File: config.mk
export PLATFORM = sky130hd
export DESIGN_NAME = bitmap_id_allocator
export DESIGN_NICKNAME = d
export VERILOG_FILES = /design/src/hw/rtl/bia_pkg.sv /design/src/hw/rtl/bitmap_id_allocator.sv
export SDC_FILE = /design/constraint.sdc
export NUM_CORES = 2
export LEC_CHECK = 0
export ABC_AREA = 1
export BUFFER_PORTS_ARGS = -buffer_cell sky130_fd_sc_hd__buf_2
export CAP_MARGIN = 30
export CORE_MARGIN = 4
export CORE_UTILIZATION = 51
export CTS_BUF_LIST = sky130_fd_sc_hd__clkbuf_8
export DETAILED_ROUTE_END_ITERATION = 8
export HOLD_SLACK_MARGIN = 0.12
export PLACE_DENSITY_LB_ADDON = 0.1
export SYNTH_ARGS = -nofsm -noshare
export SYNTH_HDL_FRONTEND = slang
export SYNTH_SLANG_ARGS = --single-unit
export TNS_END_PERCENT = 20
File: constraint.sdc
create_clock -name clk_i -period 16.3 [get_ports clk_i]
set_input_delay 3.26 -clock clk_i [delete_from_list [all_inputs] [get_ports clk_i]]
set_output_delay 3.26 -clock clk_i [all_outputs]
set_load 0.01 [all_outputs]
File: src/hw/rtl/bia_pkg.sv
// Package with the widths, action codes and status codes of the bitmap ID allocator.
package bia_pkg;

  localparam int unsigned WORD_BITS  = 64;
  localparam int unsigned DIGIT_BITS = 8;
  localparam int unsigned WORD_NUM_W = 4;
  localparam int unsigned DIGIT_W    = 3;
  localparam int unsigned BIT_W      = 3;
  localparam int unsigned INDEX_W    = 10;
  localparam int unsigned COUNT_W    = 11;
  localparam int unsigned STATUS_W   = 3;
  localparam int unsigned INDEX_REACH = 1024;

  localparam logic [1:0] ACT_ALLOC  = 2'd0;
  localparam logic [1:0] ACT_MARK   = 2'd1;
  localparam logic [1:0] ACT_UNMARK = 2'd2;
  localparam logic [1:0] ACT_TEST   = 2'd3;

  localparam logic [STATUS_W-1:0] STS_OK      = 3'd0;
  localparam logic [STATUS_W-1:0] STS_NOSPACE = 3'd1;
  localparam logic [STATUS_W-1:0] STS_RANGE   = 3'd2;
  localparam logic [STATUS_W-1:0] STS_USED    = 3'd3;
  localparam logic [STATUS_W-1:0] STS_FREE    = 3'd4;

  localparam logic [DIGIT_BITS-1:0] DIGIT_FULL = 8'hFF;

endpackage

File: src/hw/rtl/bitmap_id_allocator.sv
// Bitmap slot allocator that grants the lowest free slot and marks, unmarks or tests slots.
//
// Requests enter on the input channel (in_valid_i, in_stall_o) with an action and a
// slot index; each request gives exactly one result item on the output channel
// (out_valid_o, out_stall_i) with a status, a granted index and a test flag.
// The live slot count is written on the configuration channel (cfg_valid_i,
// cfg_ready_o, cfg_data_i); the user must write it only while no request is in flight,
// as the block itself does not enforce this; it is ready at all times.
// Mark, unmark and test read and update the map word in the scan state, then wait in
// the done state for the output register; an out-of-range index skips the scan state.
// Allocate reads one 64-bit map word per cycle until a word with a free live slot
// turns up, then shifts that word out one byte per cycle to find the first byte
// with a zero, then picks the bit and writes the word back.
// An allocate that finds no free slot ends with the no-space status.
// One request is worked on at a time; a new one is taken once the previous result
// sits in the output register, even if the receiver still stalls it.
// While the receiver stalls, the result item holds steady and a finished request
// waits for the output register to free up.
// Reset frees every slot at once through per-word valid bits, with no clearing
// pass, and sets the slot count to 1024.
module bitmap_id_allocator #(
  parameter int unsigned MAP_SLOTS = 1024
) (
  input  logic                            clk_i,
  input  logic                            rst_ni,
  input  logic                            in_valid_i,
  output logic                            in_stall_o,
  input  logic [1:0]                      action_i,
  input  logic [bia_pkg::INDEX_W-1:0]     slot_index_i,
  output logic                            out_valid_o,
  input  logic                            out_stall_i,
  output logic [bia_pkg::STATUS_W-1:0]    status_o,
  output logic [bia_pkg::INDEX_W-1:0]     granted_index_o,
  output logic                            slot_used_o,
  input  logic                            cfg_valid_i,
  output logic                            cfg_ready_o,
  input  logic [bia_pkg::COUNT_W-1:0]     cfg_data_i
);
  import bia_pkg::*;

  localparam int unsigned EFF_SLOTS = (MAP_SLOTS < INDEX_REACH) ? MAP_SLOTS : INDEX_REACH;
  localparam int unsigned NWORDS    = (EFF_SLOTS + WORD_BITS - 1) / WORD_BITS;
  localparam int unsigned WAW       = (NWORDS > 1) ? $clog2(NWORDS) : 1;
  localparam int unsigned MEM_DEPTH = 2 ** WAW;
  localparam logic [COUNT_W-1:0] EFF_LIMIT = COUNT_W'(EFF_SLOTS);
  localparam logic [WORD_BITS-1:0] ONES = {WORD_BITS{1'b1}};

  typedef enum logic [2:0] {
    ST_IDLE,
    ST_SCAN,
    ST_BYTE,
    ST_BIT,
    ST_DONE
  } state_e;

  state_e                state_q, state_d;
  logic [1:0]            act_q, act_d;
  logic [INDEX_W-1:0]    idx_q, idx_d;
  logic [WORD_NUM_W-1:0] addr_q, addr_d;
  logic [WORD_BITS-1:0]  shift_q, shift_d;
  logic [WORD_BITS-1:0]  word_q, word_d;
  logic [DIGIT_W-1:0]    byte_q, byte_d;
  logic [STATUS_W-1:0]   res_status_q, res_status_d;
  logic [INDEX_W-1:0]    res_grant_q, res_grant_d;
  logic                  res_used_q, res_used_d;
  logic                  out_valid_q;
  logic [STATUS_W-1:0]   out_status_q;
  logic [INDEX_W-1:0]    out_grant_q;
  logic                  out_used_q;
  logic [COUNT_W-1:0]    slot_count_q;

  logic [WORD_BITS-1:0]  mem_q [MEM_DEPTH];
  logic [MEM_DEPTH-1:0]  row_valid_q;
  logic [WORD_BITS-1:0]  rd_data_q;
  logic                  rd_valid_q;

  logic                  wr_en;
  logic [WORD_BITS-1:0]  wr_data;
  logic [COUNT_W-1:0]    lim;
  logic [COUNT_W-1:0]    lim_m1;
  logic [WORD_BITS-1:0]  word;
  logic [WORD_BITS-1:0]  mask;
  logic [WORD_BITS-1:0]  masked;
  logic [WORD_BITS-1:0]  idx_bit;
  logic [WORD_BITS-1:0]  alloc_bit;
  logic                  hit;
  logic [BIT_W-1:0]      bit_pos;
  logic                  out_free;
  logic                  in_accept;

  assign lim    = (slot_count_q < EFF_LIMIT) ? slot_count_q : EFF_LIMIT;
  assign lim_m1 = lim - COUNT_W'(1);
  assign word   = rd_valid_q ? rd_data_q : '0;
  assign hit    = word[idx_q[5:0]];
  assign idx_bit   = WORD_BITS'(1) << idx_q[5:0];
  assign alloc_bit = WORD_BITS'(1) << {byte_q, bit_pos};
  assign masked = word | mask;
  assign out_free  = !out_valid_q || !out_stall_i;
  assign in_stall_o  = (state_q != ST_IDLE);
  assign in_accept   = in_valid_i && !in_stall_o;
  assign cfg_ready_o = 1'b1;

  always_comb begin
    if ({1'b0, addr_q} < lim[COUNT_W-1:6]) begin
      mask = '0;
    end else if ({1'b0, addr_q} == lim[COUNT_W-1:6]) begin
      mask = ONES << lim[5:0];
    end else begin
      mask = ONES;
    end
  end

  always_comb begin
    bit_pos = '0;
    for (int i = DIGIT_BITS - 1; i >= 0; i--) begin
      if (!shift_q[i]) begin
        bit_pos = BIT_W'(i);
      end
    end
  end

  always_comb begin
    state_d      = state_q;
    act_d        = act_q;
    idx_d        = idx_q;
    addr_d       = addr_q;
    shift_d      = shift_q;
    word_d       = word_q;
    byte_d       = byte_q;
    res_status_d = res_status_q;
    res_grant_d  = res_grant_q;
    res_used_d   = res_used_q;
    wr_en        = 1'b0;
    wr_data      = word;
    case (state_q)
      ST_IDLE: begin
        if (in_accept) begin
          act_d        = action_i;
          idx_d        = slot_index_i;
          res_status_d = STS_OK;
          res_grant_d  = '0;
          res_used_d   = 1'b0;
          if (action_i == ACT_ALLOC) begin
            addr_d = '0;
            if (lim == '0) begin
              res_status_d = STS_NOSPACE;
              state_d      = ST_DONE;
            end else begin
              state_d = ST_SCAN;
            end
          end else begin
            addr_d = slot_index_i[INDEX_W-1:6];
            if ({1'b0, slot_index_i} >= lim) begin
              res_status_d = STS_RANGE;
              state_d      = ST_DONE;
            end else begin
              state_d = ST_SCAN;
            end
          end
        end
      end
      ST_SCAN: begin
        case (act_q)
          ACT_ALLOC: begin
            if (&masked) begin
              if (addr_q == lim_m1[INDEX_W-1:6]) begin
                res_status_d = STS_NOSPACE;
                state_d      = ST_DONE;
              end else begin
                addr_d = addr_q + WORD_NUM_W'(1);
              end
            end else begin
              word_d  = word;
              shift_d = masked;
              byte_d  = '0;
              state_d = ST_BYTE;
            end
          end
          ACT_MARK: begin
            if (hit) begin
              res_status_d = STS_USED;
            end else begin
              wr_en   = 1'b1;
              wr_data = word | idx_bit;
            end
            state_d = ST_DONE;
          end
          ACT_UNMARK: begin
            if (!hit) begin
              res_status_d = STS_FREE;
            end else begin
              wr_en   = 1'b1;
              wr_data = word & ~idx_bit;
            end
            state_d = ST_DONE;
          end
          default: begin
            res_used_d = hit;
            state_d    = ST_DONE;
          end
        endcase
      end
      ST_BYTE: begin
        if (shift_q[DIGIT_BITS-1:0] == DIGIT_FULL) begin
          shift_d = shift_q >> DIGIT_BITS;
          byte_d  = byte_q + DIGIT_W'(1);
        end else begin
          state_d = ST_BIT;
        end
      end
      ST_BIT: begin
        wr_en        = 1'b1;
        wr_data      = word_q | alloc_bit;
        res_grant_d  = {addr_q, byte_q, bit_pos};
        res_status_d = STS_OK;
        state_d      = ST_DONE;
      end
      ST_DONE: begin
        if (out_free) begin
          state_d = ST_IDLE;
        end
      end
      default: begin
        state_d = ST_IDLE;
      end
    endcase
  end

  always_ff @(posedge clk_i) begin
    if (wr_en) begin
      mem_q[addr_q[WAW-1:0]] <= wr_data;
    end
    rd_data_q <= mem_q[addr_d[WAW-1:0]];
  end

  always_ff @(posedge clk_i or negedge rst_ni) begin
    if (!rst_ni) begin
      row_valid_q <= '0;
      rd_valid_q  <= 1'b0;
    end else begin
      if (wr_en) begin
        row_valid_q[addr_q[WAW-1:0]] <= 1'b1;
      end
      rd_valid_q <= row_valid_q[addr_d[WAW-1:0]];
    end
  end

  always_ff @(posedge clk_i or negedge rst_ni) begin
    if (!rst_ni) begin
      slot_count_q <= COUNT_W'(INDEX_REACH);
    end else if (cfg_valid_i && cfg_ready_o) begin
      slot_count_q <= cfg_data_i;
    end
  end

  always_ff @(posedge clk_i) begin
    act_q        <= act_d;
    idx_q        <= idx_d;
    addr_q       <= addr_d;
    shift_q      <= shift_d;
    word_q       <= word_d;
    byte_q       <= byte_d;
    res_status_q <= res_status_d;
    res_grant_q  <= res_grant_d;
    res_used_q   <= res_used_d;
  end

  always_ff @(posedge clk_i or negedge rst_ni) begin
    if (!rst_ni) begin
      state_q      <= ST_IDLE;
      out_valid_q  <= 1'b0;
      out_status_q <= STS_OK;
      out_grant_q  <= '0;
      out_used_q   <= 1'b0;
    end else begin
      state_q <= state_d;
      if (state_q == ST_DONE && out_free) begin
        out_valid_q  <= 1'b1;
        out_status_q <= res_status_q;
        out_grant_q  <= res_grant_q;
        out_used_q   <= res_used_q;
      end else if (!out_stall_i) begin
        out_valid_q <= 1'b0;
      end
    end
  end

  assign out_valid_o     = out_valid_q;
  assign status_o        = out_status_q;
  assign granted_index_o = out_grant_q;
  assign slot_used_o     = out_used_q;

endmodule
* Yosys cells after proc, flatten, opt, wreduce, memory -nomap -nowiden
Memory sizes are Yosys's and may differ from the RTL's. A register that Yosys moved wholly into a read port is not among the register bits. Cells that the tools add are included.
Cells by class: $add $sub $neg 3, magnitude comparators 7, equal/unequal tests 23, shifts and indexed selects 3, mux-type cells 69, bitwise operators 7, reductions and logical operators 25
Operators by type and width (number):
- $mux W64 | 8
- $pmux W64 S2 | 3
- $or A64 B64 Y64 | 3
- $shl A1 B6 Y64 const A | 2
- $mux W3 | 26
- $and A64 B64 Y64 | 1
- $not A64 Y64 | 1
- $reduce_and A64 Y1 | 1
- $shl A64 B6 Y64 const A | 1
- $mux W4 | 5
- $pmux W10 S2 | 1
- $pmux W3 S3 | 2
- $or A16 B16 Y16 | 1
- $pmux W3 S5 | 1
- $mux W1 | 12
- $ne A2 B2 Y1 const B | 6
- $ne A3 B3 Y1 const B | 4
- $ge A10 B11 Y1 | 1
- $logic_not A11 Y1 | 1
- $lt A11 B11 Y1 const B | 1
- $mux W11 | 1
- $lt A4 B5 Y1 const B | 2
- $mux W10 | 1
- $sub A10 B1 Y10 const B | 1
- other kinds (36) | 51
Word-level totals: bits in registers 203, RAM bits 1024, bits of input ports 28, word-level logic and storage cells 155, memories kept 1
Memories:
- mem_q | depth 16, bits a word 64, read ports 1, clocked after Yosys merged registers in 1, wr ports 1, line bitmap_id_allocator.sv:72 | logic [WORD_BITS-1:0] mem_q [MEM_DEPTH];

* Depth between registers and ports, before layout
word-level depth 12, mapped depth 31, mapped depth without buffers 27

* Worst setup path before layout
OpenSTA, ideal clock, no wires.
kind reg2reg, start register slot_count_q[10], end register byte_q[0] (enable), setup time 427 ps, data arrival time 6997 ps, slack 8876 ps, cell stages (with the launch flop) 23, path buffers 4, clock period less this slack 7424 ps, cells stage by stage dfstp_2 > inv_2 > buf_6 > buf_4 > nand2_1 > ha_1 > inv_1 > nor2_1 > nand2_1 > nand3_1 > buf_4 > buf_4 > nand2_1 > nand3_1 > nand2_1 > nor2_1 > nand2_1 > nor2_1 > nand2_1 > nor2_4 > nor2_1 > inv_1 > nand2_1
On the way: cells in the longest elaborated chain, start to end 9, elaborated cells between the ends (all ways) 11, classes of those cells order compare (2); eq/ne (2); shift (1); mux (3); bitwise (1); reduce/logical (2)
RTL lines:
- start: declaration | line bitmap_id_allocator.sv:70 | logic [COUNT_W-1:0] slot_count_q;
- start signal: assignment | line bitmap_id_allocator.sv:250 | slot_count_q <= COUNT_W'(INDEX_REACH);
- start signal: assignment | line bitmap_id_allocator.sv:252 | slot_count_q <= cfg_data_i;
- $lt A11 B11 Y1 | line bitmap_id_allocator.sv:91 | assign lim = (slot_count_q < EFF_LIMIT) ? slot_count_q : EFF_LIMIT;
- $mux W11 * | line bitmap_id_allocator.sv:91
- $shl A64 B6 Y64 or $eq A4 B5 Y1 (tied branches) | line bitmap_id_allocator.sv:107, bitmap_id_allocator.sv:106
- $mux W64 | line bitmap_id_allocator.sv:106 | end else if ({1'b0, addr_q} == lim[COUNT_W-1:6]) begin
- $mux W64 * | line bitmap_id_allocator.sv:104 | if ({1'b0, addr_q} < lim[COUNT_W-1:6]) begin
- $or A64 B64 Y64 * | line bitmap_id_allocator.sv:97 | assign masked = word | mask;
- $reduce_and A64 Y1 * | line bitmap_id_allocator.sv:165 | if (&masked) begin
- $ne A2 B2 Y1 (no line) *
- $reduce_and A4 Y1 (no line) *
- end signal: assignment | line bitmap_id_allocator.sv:262 | byte_q <= byte_d;
- end: declaration | line bitmap_id_allocator.sv:62 | logic [DIGIT_W-1:0] byte_q, byte_d;
Mark *: on every way between the ends. The rest lies on a longest branch, timed or not. A chain may end at the register's enable or synchronous reset.

* Final worst setup path
start register slot_count_q[10], end register rd_data_q[8], read port of mem_q
On the way: cells in the longest elaborated chain, start to end 10, elaborated cells between the ends (all ways) 15, classes of those cells add/sub (1); order compare (2); eq/ne (2); shift (1); mux (7); bitwise (1); reduce/logical (1)
RTL lines:
- $lt A11 B11 Y1 | line bitmap_id_allocator.sv:91
- $mux W11 * | line bitmap_id_allocator.sv:91
- $shl A64 B6 Y64 or $eq A4 B5 Y1 (tied branches) | line bitmap_id_allocator.sv:107, bitmap_id_allocator.sv:106
- $mux W64 | line bitmap_id_allocator.sv:106
- $mux W64 | line bitmap_id_allocator.sv:104
- $or A64 B64 Y64 | line bitmap_id_allocator.sv:97
- $reduce_and A64 Y1 | line bitmap_id_allocator.sv:165
- $mux W4 * | line bitmap_id_allocator.sv:165
- $mux W4 * | line bitmap_id_allocator.sv:163 | case (act_q)
- $pmux W4 S2 * | line bitmap_id_allocator.sv:135 | case (state_q)
- end: declaration | line bitmap_id_allocator.sv:74 | logic [WORD_BITS-1:0] rd_data_q;
Marks and branches as above.

==> qor.yml <==
synthesis:
  yosysMostFrequentCell: "nand3_1"
  synthTopCellsByCount: "nand3_1, edfxtp_1, nand2_1"
  synth_compound_area_frac: 0.0526
  synth.distinct_cells: 50
  yosys.area_share.simple: 0.222
  synth_top_family_by_area: "simple AND/OR/NAND/NOR gates"
  synth-edff-count: 1177
  ys_seq_area_frac: 0.627
  synth_fp_nets: 6094
  synth.largest_area_cell: "edfxtp_1"
  syn_inst: 6042
  async_flop_share: 0.0356
  synth_adder_area_share: 0.00497
  synth_flop_cell: "edfxtp_1"
  yosys-mux-area-fraction: 0.00336
  avgSynthCellArea_um2: 10.0
  synth.area.top_cells: "edfxtp_1, nand3_1, nand2_1"
  synthXorXnorAreaFrac: 0.000580
  yosys_warnings: 0
  yosys.area.top_type_share: 0.585
  ys_ff_latch: 1291
  syn-cell-area_um2: 60400
route:
  drt-total-wl_um: 187000
  drc: 0
  drt-wirelength-per-cell_um: 24.1
  ant_nets: 0
  drt_first_pass_iters: 6
  via_per_inst: 5.86
  drtIter0Drc: 5517
  vias: 45600
critical_path:
  r2r_slack_ns: 8.28
  cpPeakStageDelay_ns: 0.84
  required_ns: 17.09
  cpLargestDelayFamily: "buffers and inverters"
  crit_path_start_kind: "flip-flop"
  crit_type: "flip-flop to flip-flop"
  path_max_fanout: 123
  crit_buf_inv: 6
  cp-end-kind: "flip-flop"
  crit_arrival_ns: 8.81
  reg2regPathDepth: 26
  cpMostUsedCell: "nand2_1"
  slowest_stage: "buf_4"
  reg2reg_to: "rd_data_q[8]"
  reg2reg_from: "slot_count_q[10]"
global_routing:
  antenna_found_initial: 2
  grt_max_degree: 189
  grt_usage: 0.295
  gr-total-overflow: 0
  grt_pass1_wl_um: 278000
  grt_pass1_vias: 42681
power:
  p_sw_w: 0.00708
  p_leak_nw: 27.7
  p_sw_frac: 0.465
  p_clk_frac: 0.188
  seq_power_share: 0.312
  p_int_w: 0.00814
  comb_power_share: 0.500
  vdd_drop_max_uv: 299
  power.density_nw_per_um2: 228
die:
  ios: 45
  start_util: 0.517
  die_h_um: 352
  die_w_um: 352
  dieArea_um2: 124000
  row_count: 125
  core_um2: 117000
sta:
  setup_violations: 0
  finalCriticalPeriod_ns: 8.02
  fin_setup_tns_ns: 0
  rsz0062_at_grt: "no"
  fin_crit_sh: 0.492
  hold_ws_ns: 0.456
  clock-skew-final_ns: 0.0545
  finalHoldViolations: 0
  fmax_mhz: 125
  slew_viol_final: 0
  slew_headroom: 0.281
  tightestPinTransition_ns: 1.08
clocking:
  cts_root_buffer: "clkbuf_8"
  cts_resized: 0
  clkLatencyLatePin_ns: 0.95
  clock_sinks: 1291
  postCtsSetupBuffers: 0
  cts_tree: "done"
  holdBufCountCts: 0
  h-tree-depth: 4
  cts_buffer_depth: 3
  clkTransAtPathRegs_ns: 0.06
  cts_buffers: 212
layout:
  drive_gt1_frac: 0.0923
  areaGrowthSynthToFinish_pct: 10.3
  multi_input_area_um2: 17400
  n_fill_cell: 10242
  final_util: 0.570
  seqCellArea_um2: 37900
  fin_nets: 6112
outcome:
  outcome: "finished clean"
placement:
  place_hpwl_um: 104000
  gp_congestion: 1.01
  portBuffers: 43
min_path:
  holdPathEnd: "row_valid_q[0]"
  hold_path_class: "flip-flop to flip-flop"
  hold_path_depth: 2
  worstHoldStart: "row_valid_q[0]"
job:
  cap_violations: 0
[placed cells by master, fill, tap and decap left out, drive strengths merged, types with 2 or more instances in the layout]
cell / synthesis / routed
a221oi: 6 / 6
a21oi: 35 / 35
inv: 966 / 1071
o21ai: 212 / 212
nor3: 18 / 18
dfrtp: 45 / 45
nand3b: 259 / 259
nor2: 282 / 282
diode: 0 / 4
clkinv: 4 / 43
o22ai: 22 / 22
ha: 24 / 24
a31oi: 56 / 56
o311ai: 55 / 55
dfxtp: 68 / 68
mux2: 18 / 18
bufinv: 0 / 5
nand2: 1001 / 1001
o2111ai: 3 / 3
o221ai: 61 / 61
nor4: 2 / 2
xor2: 3 / 3
o211ai: 39 / 39
edfxtp: 1177 / 1177
buf: 211 / 192
clkbuf: 177 / 255
nand3: 1278 / 1278
nand4: 9 / 9
[final cells by class]
cell class	instances	share of cell area
tap	1524	0.0286
clock inverter	149	0.0125
antenna	4	0.000150
sequential	1291	0.568
multi-input combinational	3393	0.262
timing repair buffer	192	0.0217
inverter	970	0.0547
clock buffer	255	0.0527
[flip-flops by register name, summed over array words and instances (netlist names), 4 cells and up]
signal	flops
idx_q	6
addr_q	4
row_valid_q	16
granted_index_o	10
slot_count_q	11
shift_q	64
word_q	64
rd_data_q	64
res_grant_q	10
mem_q	1024
[layer usage]
layer  vias to the layer above  GRT usage  part of all wire
li1                      20736          -                 -
met1                     22253      0.431              0.43
met2                      2226      0.449              0.45
met3                       385     0.0486             0.090
met4                         0      0.106             0.033
met5                         -          0                 0
[per-stage QoR]
stage / instances / instance area (µm²) / worst slack [ns] / power [W]
after floorplan: 6042 / 60400 / 8.88 / 0.00989
after global placement: 7357 / 62100 / 7.71 / 0.0122
after detailed placement: 7370 / 62300 / 7.64 / 0.0123
after CTS: 7774 / 66600 / 8.35 / 0.0152
after global routing: 7776 / 66600 / 7.58 / 0.0162
final: 7778 / 66600 / 8.28 / 0.0152
[tightest hold or removal path: cells and delay by family, from the launching register on]
kind,cells,cell delay (ns)
flops,1,0.32
compound gates,1,0.06
buf+inv,1,0.04
[worst max path at each step]
stage,from,endpoint,slack (ns),depth (start not counted)
after floorplan,slot_count_q[10],byte_q[0],8.88,22
after global placement,in_valid_i,rd_data_q[18],7.71,15
after detailed placement,in_valid_i,rd_data_q[31],7.64,15
after CTS,slot_count_q[10],rd_data_q[8],8.35,26
after global routing,slot_count_q[10],rd_data_q[45],7.58,26
final,slot_count_q[10],rd_data_q[8],8.28,26
[logic make-up after synthesis]
kind of cell | count (synthesis)
AO/OA/AOI/OAI | 495
other | 1
multiplexers | 18
adder cells (fa/ha/maj) | 24
XOR/XNOR | 4
buffers and inverters | 1358
flip-flops | 1291
AND/OR/NAND/NOR | 2851
[power by group through the flow]
stage | logic [W] | registers, W | clock network (W)
2_1_floorplan | 0.00512 | 0.00477 | 0
6_report | 0.00761 | 0.00475 | 0.00285
3_5_place_dp | 0.00750 | 0.00482 | 0
4_1_cts | 0.00753 | 0.00475 | 0.00291
5_1_grt | 0.00833 | 0.00477 | 0.00307
3_3_place_gp | 0.00740 | 0.00482 | 0
Note: power is estimated with default switching activity, not from simulation.
